$ cat config.mk
export PLATFORM = sky130hd
export DESIGN_NAME = timer_wheel_scheduler_core_flat
export DESIGN_NICKNAME = d
export VERILOG_FILES = /design/src/rtl/twsch_pkg.sv /design/src/rtl/twsch_in_if.sv /design/src/rtl/twsch_out_if.sv /design/src/rtl/twsch_ram.sv /design/src/rtl/twsch_ctrl.sv /design/src/rtl/timer_wheel_scheduler_core.sv /design/src/flat_wrapper.sv
export SDC_FILE = /design/constraint.sdc
export NUM_CORES = 2
export LEC_CHECK = 0
export BUFFER_PORTS_ARGS = -buffer_cell sky130_fd_sc_hd__buf_2
export CAP_MARGIN = 5
export CORE_MARGIN = 2
export CORE_UTILIZATION = 40
export DETAILED_ROUTE_END_ITERATION = 8
export PLACE_DENSITY_LB_ADDON = 0.08
export SETUP_SLACK_MARGIN = 0.1
export SLEW_MARGIN = 10
export SYNTH_ARGS = -nofsm -noshare
export SYNTH_HDL_FRONTEND = slang
export SYNTH_HIERARCHICAL = 1
export SYNTH_SLANG_ARGS = --single-unit
$ cat constraint.sdc
create_clock -name clk_i -period 7.3 [get_ports clk_i]
set_clock_uncertainty 0.2 [all_clocks]
set_input_delay 0.365 -clock clk_i [delete_from_list [all_inputs] [get_ports clk_i]]
set_output_delay 0.365 -clock clk_i [all_outputs]
set_load 0.02 [all_outputs]
$ cat src/rtl/twsch_pkg.sv
// Shared types, constants and helper functions of the timer wheel scheduler.
package twsch_pkg;

  // Wheel geometry and table size.
  localparam int unsigned SlotsPerLevel = 64;
  localparam int unsigned Levels        = 3;
  localparam int unsigned MaxTimers     = 64;

  // Fixed field widths.
  localparam int unsigned TimeW = 18;
  localparam int unsigned IdW   = 16;

  // Table index and scan counter widths.
  localparam int unsigned IdxW = (MaxTimers > 1) ? $clog2(MaxTimers) : 1;
  localparam int unsigned CntW = $clog2(MaxTimers + 1);

  // Largest timeout the wheel can represent: SlotsPerLevel^Levels - 1, capped by the time width.
  function automatic longint unsigned horizon_f();
    longint unsigned h;
    h = 64'd1;
    for (int i = 0; i < Levels; i++) begin
      h = h * SlotsPerLevel;
      if (h > (64'd1 << TimeW)) begin
        h = 64'd1 << TimeW;
      end
    end
    if (h < 64'd2) begin
      return 64'd1;
    end
    return h - 64'd1;
  endfunction

  localparam logic [TimeW-1:0] Horizon = TimeW'(horizon_f());

  // Operation and result kind codes.
  typedef enum logic [1:0] {
    OpAdd   = 2'd0,
    OpDel   = 2'd1,
    OpReset = 2'd2,
    OpTick  = 2'd3
  } op_e;

  // Controller states.
  typedef enum logic [1:0] {
    StIdle,
    StScan,
    StPut
  } state_e;

  // One word of the timer table memory.
  typedef struct packed {
    logic [IdW-1:0]   id;
    logic [TimeW-1:0] expiry;
  } entry_t;

  // One request as taken from the input channel.
  typedef struct packed {
    logic [1:0]       operation;
    logic [IdW-1:0]   timer_id_in;
    logic [TimeW-1:0] timeout_ticks;
  } req_t;

  // One result item.
  typedef struct packed {
    logic [1:0]     kind;
    logic [IdW-1:0] timer_id;
    logic           ok;
    logic           last;
  } result_t;

  // Result handed from the controller to the output register.
  typedef struct packed {
    logic    push;
    result_t res;
  } push_t;

  // Write port of the table memory.
  typedef struct packed {
    logic            en;
    logic [IdxW-1:0] addr;
    entry_t          data;
  } ram_wr_t;

  // A zero timeout counts as one tick; long timeouts saturate to the horizon.
  function automatic logic [TimeW-1:0] clamp_f(input logic [TimeW-1:0] t);
    logic [TimeW-1:0] v;
    v = t;
    if (v == '0) begin
      v = TimeW'(1);
    end
    if (v > Horizon) begin
      v = Horizon;
    end
    return v;
  endfunction

endpackage

$ cat src/rtl/twsch_in_if.sv
// Request channel of the timer wheel scheduler.
interface twsch_in_if import twsch_pkg::*; ();
  logic             valid;
  logic             ready;
  logic [1:0]       operation;
  logic [IdW-1:0]   timer_id_in;
  logic [TimeW-1:0] timeout_ticks;

  modport source (output valid, output operation, output timer_id_in, output timeout_ticks,
                  input ready);
  modport sink (input valid, input operation, input timer_id_in, input timeout_ticks,
                output ready);
endinterface

$ cat src/rtl/twsch_out_if.sv
// Result channel of the timer wheel scheduler.
interface twsch_out_if import twsch_pkg::*; ();
  logic           valid;
  logic           ready;
  logic [1:0]     kind;
  logic [IdW-1:0] timer_id;
  logic           ok;
  logic           last;

  modport source (output valid, output kind, output timer_id, output ok, output last,
                  input ready);
  modport sink (input valid, input kind, input timer_id, input ok, input last,
                output ready);
endinterface

$ cat src/rtl/twsch_ram.sv
// Generic single-port-write, single-port-read RAM with a registered read.
module twsch_ram #(
  parameter int unsigned Width = 8,
  parameter int unsigned Depth = 16
) (
  input  logic                                        clk_i,
  input  logic                                        wr_en_i,
  input  logic [((Depth > 1) ? $clog2(Depth) : 1)-1:0] wr_addr_i,
  input  logic [Width-1:0]                            wr_data_i,
  input  logic                                        rd_en_i,
  input  logic [((Depth > 1) ? $clog2(Depth) : 1)-1:0] rd_addr_i,
  output logic [Width-1:0]                            rd_data_o
);

  logic [Width-1:0] mem_q [Depth];
  logic [Width-1:0] rd_data_q;

  // Write port.
  always_ff @(posedge clk_i) begin
    if (wr_en_i) begin
      mem_q[wr_addr_i] <= wr_data_i;
    end
  end

  // Read port; the data holds while no read is issued.
  always_ff @(posedge clk_i) begin
    if (rd_en_i) begin
      rd_data_q <= mem_q[rd_addr_i];
    end
  end

  assign rd_data_o = rd_data_q;

endmodule

$ cat src/rtl/twsch_ctrl.sv
// Scan controller: walks the timer table, updates it and produces results.
module twsch_ctrl import twsch_pkg::*; (
  input  logic            clk_i,
  input  logic            rst_ni,
  input  logic            req_valid_i,
  output logic            req_ready_o,
  input  req_t            req_i,
  input  logic            out_free_i,
  output push_t           push_o,
  output ram_wr_t         ram_wr_o,
  output logic            ram_rd_en_o,
  output logic [IdxW-1:0] ram_rd_addr_o,
  input  entry_t          ram_rd_data_i
);

  state_e                 state_q, state_d;
  op_e                    op_q, op_d;
  logic [IdW-1:0]         id_in_q, id_in_d;
  logic [TimeW-1:0]       exp_q, exp_d;
  logic [TimeW-1:0]       time_q, time_d;
  logic [IdW-1:0]         next_id_q, next_id_d;
  logic [MaxTimers-1:0]   valid_q, valid_d;
  logic [CntW-1:0]        idx_q, idx_d;
  logic                   chk_v_q, chk_v_d;
  logic [IdxW-1:0]        chk_idx_q, chk_idx_d;
  logic                   pend_v_q, pend_v_d;
  result_t                pend_q, pend_d;

  logic hit, at_end, stall, step, stop, rd_en;

  // Decode of the entry whose data the memory presents this cycle.
  always_comb begin
    hit = 1'b0;
    case (op_q)
      OpAdd:           hit = !valid_q[chk_idx_q];
      OpDel, OpReset:  hit = valid_q[chk_idx_q] && (ram_rd_data_i.id == id_in_q);
      OpTick:          hit = valid_q[chk_idx_q] && (ram_rd_data_i.expiry == time_q);
      default:         hit = 1'b0;
    endcase
    at_end = (chk_idx_q == IdxW'(MaxTimers - 1));
    // A second expiry needs the held one to move out first.
    stall  = (state_q == StScan) && chk_v_q && (op_q == OpTick) && hit && pend_v_q
             && !out_free_i;
    step   = (state_q == StScan) && chk_v_q && !stall;
    stop   = step && (at_end || (hit && (op_q != OpTick)));
    rd_en  = (state_q == StScan) && !stall && !stop && (idx_q < CntW'(MaxTimers));
  end

  // Next state.
  always_comb begin
    state_d = state_q;
    case (state_q)
      StIdle: if (req_valid_i) begin
        state_d = StScan;
      end
      StScan: if (stop) begin
        state_d = StPut;
      end
      StPut: if (out_free_i) begin
        state_d = StIdle;
      end
      default: state_d = StIdle;
    endcase
  end

  // Outputs toward the channel, the output register and the memory.
  always_comb begin
    req_ready_o   = (state_q == StIdle);
    ram_rd_en_o   = rd_en;
    ram_rd_addr_o = idx_q[IdxW-1:0];
    push_o        = '0;
    ram_wr_o      = '0;
    case (state_q)
      StScan: begin
        if (step && hit && (op_q == OpTick) && pend_v_q) begin
          push_o.push     = 1'b1;
          push_o.res      = pend_q;
          push_o.res.last = 1'b0;
        end
        if (step && hit && (op_q == OpAdd || op_q == OpReset)) begin
          ram_wr_o.en          = 1'b1;
          ram_wr_o.addr        = chk_idx_q;
          ram_wr_o.data.expiry = exp_q;
          ram_wr_o.data.id     = (op_q == OpAdd) ? next_id_q : ram_rd_data_i.id;
        end
      end
      StPut: if (out_free_i) begin
        push_o.push     = 1'b1;
        push_o.res      = pend_q;
        push_o.res.last = 1'b1;
      end
      default: ;
    endcase
  end

  // Datapath and table state updates.
  always_comb begin
    op_d      = op_q;
    id_in_d   = id_in_q;
    exp_d     = exp_q;
    time_d    = time_q;
    next_id_d = next_id_q;
    valid_d   = valid_q;
    idx_d     = idx_q;
    chk_v_d   = chk_v_q;
    chk_idx_d = chk_idx_q;
    pend_v_d  = pend_v_q;
    pend_d    = pend_q;
    case (state_q)
      StIdle: if (req_valid_i) begin
        op_d     = op_e'(req_i.operation);
        id_in_d  = req_i.timer_id_in;
        exp_d    = time_q + clamp_f(req_i.timeout_ticks);
        if (op_e'(req_i.operation) == OpTick) begin
          time_d = time_q + TimeW'(1);
        end
        idx_d    = '0;
        chk_v_d  = 1'b0;
        pend_v_d = 1'b0;
      end
      StScan: begin
        // Read pipeline: one table entry issued per cycle unless a stall holds the scan.
        if (rd_en) begin
          idx_d     = idx_q + CntW'(1);
          chk_v_d   = 1'b1;
          chk_idx_d = idx_q[IdxW-1:0];
        end else if (step) begin
          chk_v_d   = 1'b0;
        end
        // Matching entry.
        if (step && hit) begin
          pend_v_d      = 1'b1;
          pend_d.kind   = op_q;
          pend_d.ok     = 1'b1;
          pend_d.last   = 1'b1;
          pend_d.timer_id = id_in_q;
          case (op_q)
            OpAdd: begin
              valid_d[chk_idx_q] = 1'b1;
              pend_d.timer_id    = next_id_q;
              next_id_d          = next_id_q + IdW'(1);
            end
            OpDel:   valid_d[chk_idx_q] = 1'b0;
            OpReset: ;
            OpTick: begin
              valid_d[chk_idx_q] = 1'b0;
              pend_d.timer_id    = ram_rd_data_i.id;
            end
            default: ;
          endcase
        end
        // Scan finished without a match.
        if (step && !hit && at_end) begin
          if (op_q != OpTick) begin
            pend_v_d        = 1'b1;
            pend_d.kind     = op_q;
            pend_d.timer_id = (op_q == OpAdd) ? '0 : id_in_q;
            pend_d.ok       = 1'b0;
            pend_d.last     = 1'b1;
          end else if (!pend_v_q) begin
            pend_v_d        = 1'b1;
            pend_d.kind     = OpTick;
            pend_d.timer_id = '0;
            pend_d.ok       = 1'b0;
            pend_d.last     = 1'b1;
          end
        end
      end
      StPut: if (out_free_i) begin
        pend_v_d = 1'b0;
      end
      default: ;
    endcase
  end

  // Control state.
  always_ff @(posedge clk_i or negedge rst_ni) begin
    if (!rst_ni) begin
      state_q   <= StIdle;
      op_q      <= OpAdd;
      time_q    <= '0;
      next_id_q <= '0;
      valid_q   <= '0;
      idx_q     <= '0;
      chk_v_q   <= 1'b0;
      pend_v_q  <= 1'b0;
    end else begin
      state_q   <= state_d;
      op_q      <= op_d;
      time_q    <= time_d;
      next_id_q <= next_id_d;
      valid_q   <= valid_d;
      idx_q     <= idx_d;
      chk_v_q   <= chk_v_d;
      pend_v_q  <= pend_v_d;
    end
  end

  // Payload registers.
  always_ff @(posedge clk_i) begin
    id_in_q   <= id_in_d;
    exp_q     <= exp_d;
    chk_idx_q <= chk_idx_d;
    pend_q    <= pend_d;
  end

endmodule

$ cat src/rtl/timer_wheel_scheduler_core.sv
// Top level of the timer wheel scheduler: table memory, scan controller and output register.
//
// Add, delete, reset and tick requests enter one at a time. Each request scans the 64-entry
// timer table, one entry per cycle through the table memory's single read port: add stops at
// the first free entry, delete and reset at the first entry with a matching id, while a tick
// always visits every entry and its scan is held only when the result side stalls. Results
// go out through an output register, so the next request is taken while the last result
// still waits. Entry valid bits are flip-flops cleared by reset, so no clearing pass follows reset.
module timer_wheel_scheduler_core import twsch_pkg::*; (
  input logic        clk_i,
  input logic        rst_ni,
  twsch_in_if.sink   in_i,
  twsch_out_if.source out_o
);

  req_t            req;
  push_t           push;
  ram_wr_t         ram_wr;
  logic            ram_rd_en;
  logic [IdxW-1:0] ram_rd_addr;
  entry_t          ram_rd_data;
  logic            out_free;
  logic            out_v_q;
  result_t         out_res_q;

  assign req.operation     = in_i.operation;
  assign req.timer_id_in   = in_i.timer_id_in;
  assign req.timeout_ticks = in_i.timeout_ticks;

  // Timer table: id and expiry time of each entry.
  twsch_ram #(
    .Width ($bits(entry_t)),
    .Depth (MaxTimers)
  ) u_twsch_ram (
    .clk_i     (clk_i),
    .wr_en_i   (ram_wr.en),
    .wr_addr_i (ram_wr.addr),
    .wr_data_i (ram_wr.data),
    .rd_en_i   (ram_rd_en),
    .rd_addr_i (ram_rd_addr),
    .rd_data_o (ram_rd_data)
  );

  twsch_ctrl u_twsch_ctrl (
    .clk_i         (clk_i),
    .rst_ni        (rst_ni),
    .req_valid_i   (in_i.valid),
    .req_ready_o   (in_i.ready),
    .req_i         (req),
    .out_free_i    (out_free),
    .push_o        (push),
    .ram_wr_o      (ram_wr),
    .ram_rd_en_o   (ram_rd_en),
    .ram_rd_addr_o (ram_rd_addr),
    .ram_rd_data_i (ram_rd_data)
  );

  // The output register is free when empty or when its result transfers this cycle.
  assign out_free = !out_v_q || out_o.ready;

  always_ff @(posedge clk_i or negedge rst_ni) begin
    if (!rst_ni) begin
      out_v_q <= 1'b0;
    end else if (push.push) begin
      out_v_q <= 1'b1;
    end else if (out_o.ready) begin
      out_v_q <= 1'b0;
    end
  end

  always_ff @(posedge clk_i) begin
    if (push.push) begin
      out_res_q <= push.res;
    end
  end

  assign out_o.valid    = out_v_q;
  assign out_o.kind     = out_res_q.kind;
  assign out_o.timer_id = out_res_q.timer_id;
  assign out_o.ok       = out_res_q.ok;
  assign out_o.last     = out_res_q.last;

endmodule

$ cat src/flat_wrapper.sv
// flat-port wrapper written by rule: the top's interface ports become plain ports
module timer_wheel_scheduler_core_flat import twsch_pkg::*;
  (clk_i, rst_ni, in_i_valid, in_i_operation, in_i_timer_id_in, in_i_timeout_ticks, in_i_ready, out_o_valid, out_o_kind, out_o_timer_id, out_o_ok, out_o_last, out_o_ready);
  twsch_in_if in_i_i ();
  twsch_out_if out_o_i ();
  input logic clk_i;
  input logic rst_ni;
  input wire logic [$bits(in_i_i.valid)-1:0] in_i_valid;
  input wire logic [$bits(in_i_i.operation)-1:0] in_i_operation;
  input wire logic [$bits(in_i_i.timer_id_in)-1:0] in_i_timer_id_in;
  input wire logic [$bits(in_i_i.timeout_ticks)-1:0] in_i_timeout_ticks;
  output wire logic [$bits(in_i_i.ready)-1:0] in_i_ready;
  output wire logic [$bits(out_o_i.valid)-1:0] out_o_valid;
  output wire logic [$bits(out_o_i.kind)-1:0] out_o_kind;
  output wire logic [$bits(out_o_i.timer_id)-1:0] out_o_timer_id;
  output wire logic [$bits(out_o_i.ok)-1:0] out_o_ok;
  output wire logic [$bits(out_o_i.last)-1:0] out_o_last;
  input wire logic [$bits(out_o_i.ready)-1:0] out_o_ready;
  assign in_i_i.valid = in_i_valid;
  assign in_i_i.operation = in_i_operation;
  assign in_i_i.timer_id_in = in_i_timer_id_in;
  assign in_i_i.timeout_ticks = in_i_timeout_ticks;
  assign in_i_ready = in_i_i.ready;
  assign out_o_valid = out_o_i.valid;
  assign out_o_kind = out_o_i.kind;
  assign out_o_timer_id = out_o_i.timer_id;
  assign out_o_ok = out_o_i.ok;
  assign out_o_last = out_o_i.last;
  assign out_o_i.ready = out_o_ready;
  timer_wheel_scheduler_core u_core (.clk_i(clk_i), .rst_ni(rst_ni), .in_i(in_i_i), .out_o(out_o_i));
endmodule
==> run_results.csv <==
group,metric,value,unit
logic_synthesis,netlist_area,0.0950,mm2
timing,rsz0062_at_grt,"no",
critical_path,cp_max_fo,28,
global_routing,grt_pass1_wl,385000,um
critical_path,worstSetupEndpointType,"flip-flop",
timing,maxSlewViolCount,0,
global_routing,overflow,0,
clocking,cts_tree,"yes",
power_and_ir_drop,leakagePower,28.2,nW
critical_path,required,7.64,ns
die,die_x,491,um
cells_and_area,syn2layout_area_growth,15.8,%
global_routing,grt_use_total,22.5,%
clocking,clock_latency,0.89,ns
logic_synthesis,ys.flop_type,"edfxtp_1",
timing,timing.final.crit_share,81.1,%
placed_design,place.gp.congestion,0.858,
routing,vias,48400,
logic_synthesis,synthArstFlopShare,4.66,%
power_and_ir_drop,p_seq_share,53.4,%
critical_path,start_kind,"flip-flop",
clocking,cts-root-buf,"clkbuf_16",
clocking,clock_sinks,2401,
cells_and_area,final_common_cell,"edfxtp_1",
logic_synthesis,synth_edf_count,2289,
routing,drc,0,
routing,finalWirelength,274000,um
timing,tns,0,ns
placed_design,place_area,0.101,mm2
power_and_ir_drop,internal_power,22.5,mW
timing,finalHoldViolations,0,
global_routing,grt_max_degree,91,
logic_synthesis,syn-num-nets,4813,
die,die-area,0.241,mm2
power_and_ir_drop,irDropWorstVdd,0.242,mV
timing,setup-violations-final,0,
placed_design,hpwl,163000,um
cells_and_area,fin_nets,5160,
clocking,clk_pin_slew,0.06,ns
flow_run,maxCapViolCount,0,
hold_path,hp-class,"primary input to flip-flop",
routing,dr.pass1.iters,5,
power_and_ir_drop,p_sw,5.37,mW
routing,drtIter0Drc,4744,
timing,fin_crit,5.92,ns
power_and_ir_drop,power_frac_clock,46.3,%
die,num_rows,178,
critical_path,crit_arrival,6.26,ns
routing,wl_per_cell,32.5,um
die,ios,62,
die,fp.dieH,491,um
logic_synthesis,synth_cells,4744,
logic_synthesis,synth_top_area_share,72.4,%
timing,fmax,169,MHz
run_status,status,"complete, no violations",
logic_synthesis,ys_seq_area_share,75.3,%
power_and_ir_drop,total_power,27.8,mW
power_and_ir_drop,power.density,253,mW/mm2
power_and_ir_drop,p_comb_share,0.3,%
timing,slew_headroom,19.5,%
logic_synthesis,synth_warnings,6,
cells_and_area,drive_gt1_share,26.0,%
routing,vias_per_cell,5.75,
die,start_util,40.3,%
logic_synthesis,synthTopCellsByArea,"edfxtp_1, mux4_2, dfrtp_1",
cells_and_area,most-common-layout-cells,"edfxtp_1, mux4_2, clkbuf_16",
routing,ant_nets,0,
clocking,h-tree-depth,5,
logic_synthesis,avgSynthCellArea,20.0,um2
global_routing,antenna_found_initial,21,
logic_synthesis,synth_area_leader_cell,"edfxtp_1",
timing,tightest_slew,1.20,ns
placed_design,portBuffers,61,
power_and_ir_drop,p_sw_share,19.3,%
logic_synthesis,ys_types,80,
logic_synthesis,synth.ff_latch_count,2401,
clocking,cts_setup_buffers,0,
die,core,0.236,mm2
clocking,cts_buffer_depth,4,
cells_and_area,n_fill_cell,19900,
critical_path,criticalPathCategory,"flip-flop to flip-flop",
global_routing,grt_pass1_vias,49000,
cells_and_area,final_cell_area,0.110,mm2
clocking,cts_buffers,281,
-- worst paths after layout --
kind	startpoint	end	slack (ns)	depth (start not counted)
worst min register to register	flip-flop	flip-flop	0.29	1
worst max-delay path	u_core/u_twsch_ctrl/chk_idx_q[1]	u_core/u_twsch_ram/mem_q[24][29]	1.38	14
worst max register to register	u_core/u_twsch_ctrl/chk_idx_q[1]	u_core/u_twsch_ram/mem_q[24][29]	1.38	14
min in group asynchronous	rst_ni	asynchronous set/reset pin	0.39	4
max in group asynchronous	rst_ni	u_core/u_twsch_ctrl/idx_q[0]	5.63	4
worst min-delay path	out_o_ready	u_core/out_o.valid	0.14	4
-- critical path: stages, from the launching register on --
cell and delay (ns):
edfxtp_1 1.10, nor2b_1 0.63, a221oi_1 0.21, a32oi_1 0.26, o211ai_1 0.20, and3_4 0.24, mux2_4 0.24, nor2_4 0.05
a21oi_4 0.38, nor2_1 0.24, nor2b_1 0.29, nand2_1 0.25, buf_4 0.28, nor2_4 0.52, buf_4 0.42
-- repair_timing --
| item | 4_1_cts | 5_1_grt |
|---|---|---|
| endpoints found under the hold margin | 103 | 0 |
| hold buffers | 71 | 0 |
| gates resized for setup | 0 | 0 |
-- power groups by stage --
stage	registers (mW)	clock network, mW	logic, mW
2_1_floorplan	15.1	0	0.0184
3_3_place_gp	15.1	0	0.0484
3_5_place_dp	15.1	0	0.0479
4_1_cts	14.9	13.2	0.0813
5_1_grt	14.9	13.7	0.0891
6_report	14.9	12.9	0.0803
-- cell usage after synthesis, types with 41 or more instances --
| library cell | instances |
|---|---|
| mux2i_1 | 188 |
| o221ai_1 | 41 |
| o22ai_1 | 85 |
| nor2b_1 | 55 |
| nand3_1 | 89 |
| buf_2 | 76 |
| nand2_1 | 151 |
| nand4_1 | 61 |
| clkbuf_1 | 135 |
| o21ai_0 | 46 |
| mux2_2 | 122 |
| a22oi_1 | 76 |
| edfxtp_1 | 2289 |
| xnor2_1 | 46 |
| mux4_2 | 475 |
| dfrtp_1 | 112 |
| nor2_1 | 138 |
| nor3_1 | 76 |
-- final cells by class --
| cell class | count | area (um2) | share of cell area [%] |
|---|---|---|---|
| Antenna cell | 7 | 17.5 | 0.0159 |
| Clock buffer | 350 | 7430 | 6.75 |
| Clock inverter | 111 | 812 | 0.738 |
| Inverter | 25 | 93.8 | 0.0853 |
| Multi-Input combinational cell | 2028 | 22600 | 20.6 |
| Sequential cell | 2401 | 71600 | 65.1 |
| Tap cell | 3150 | 3940 | 3.58 |
| Timing Repair Buffer | 354 | 3500 | 3.19 |
-- per-layer routing --
| metal | global-route usage (%) | wire [um] | vias up |
|---|---|---|---|
| met3 | 3.66 | 17000 | 376 |
| li1 | - | - | 20300 |
| met5 | 0 | 37 | - |
| met2 | 36.2 | 131000 | 1439 |
| met1 | 32.2 | 120000 | 26300 |
| met4 | 5.41 | 6310 | 4 |
-- flip-flops by register name (all words and copies together), names as in the netlist, 2 cells and up, named ones only --
signal,cells
u_core/u_twsch_ctrl/state_q,2
u_core/u_twsch_ram/mem_q,2176
u_core/u_twsch_ctrl/exp_q,18
u_core/out_o.kind,2
u_core/u_twsch_ctrl/op_q,2
u_core/u_twsch_ctrl/next_id_q,16
u_core/u_twsch_ctrl/idx_q,7
u_core/u_twsch_ctrl/pend_q,19
u_core/u_twsch_ram/rd_data_o,34
u_core/u_twsch_ctrl/id_in_q,16
u_core/out_o.timer_id,16
u_core/u_twsch_ctrl/time_q,18
u_core/u_twsch_ctrl/chk_idx_q,6
-- cell families (layout without fill, tap and decap cells) --
group,Yosys count,count (layout),synth area share [%]
xor+xnor,81,81,0.747
buf+inv,315,840,1.68
simple gates,686,686,3.66
flops,2401,2401,75.3
compound gates,438,438,3.38
mux,794,794,14.8
other cells,0,7,0
fa+ha+maj,29,29,0.390
-- through the flow --
stage	cells	hold slack, ns	worst slack [ns]	utilization [%]
global placement	7887	0.253	1.45	42.9
finish	8426	0.141	1.38	46.7
floorplan	4744	-0.131	0.981	-
detailed placement	7887	0.251	1.43	42.9
CTS	8419	0.0701	1.37	46.7
global route	8421	0.116	1.08	46.7
Note: power is estimated with default switching activity, not from simulation.
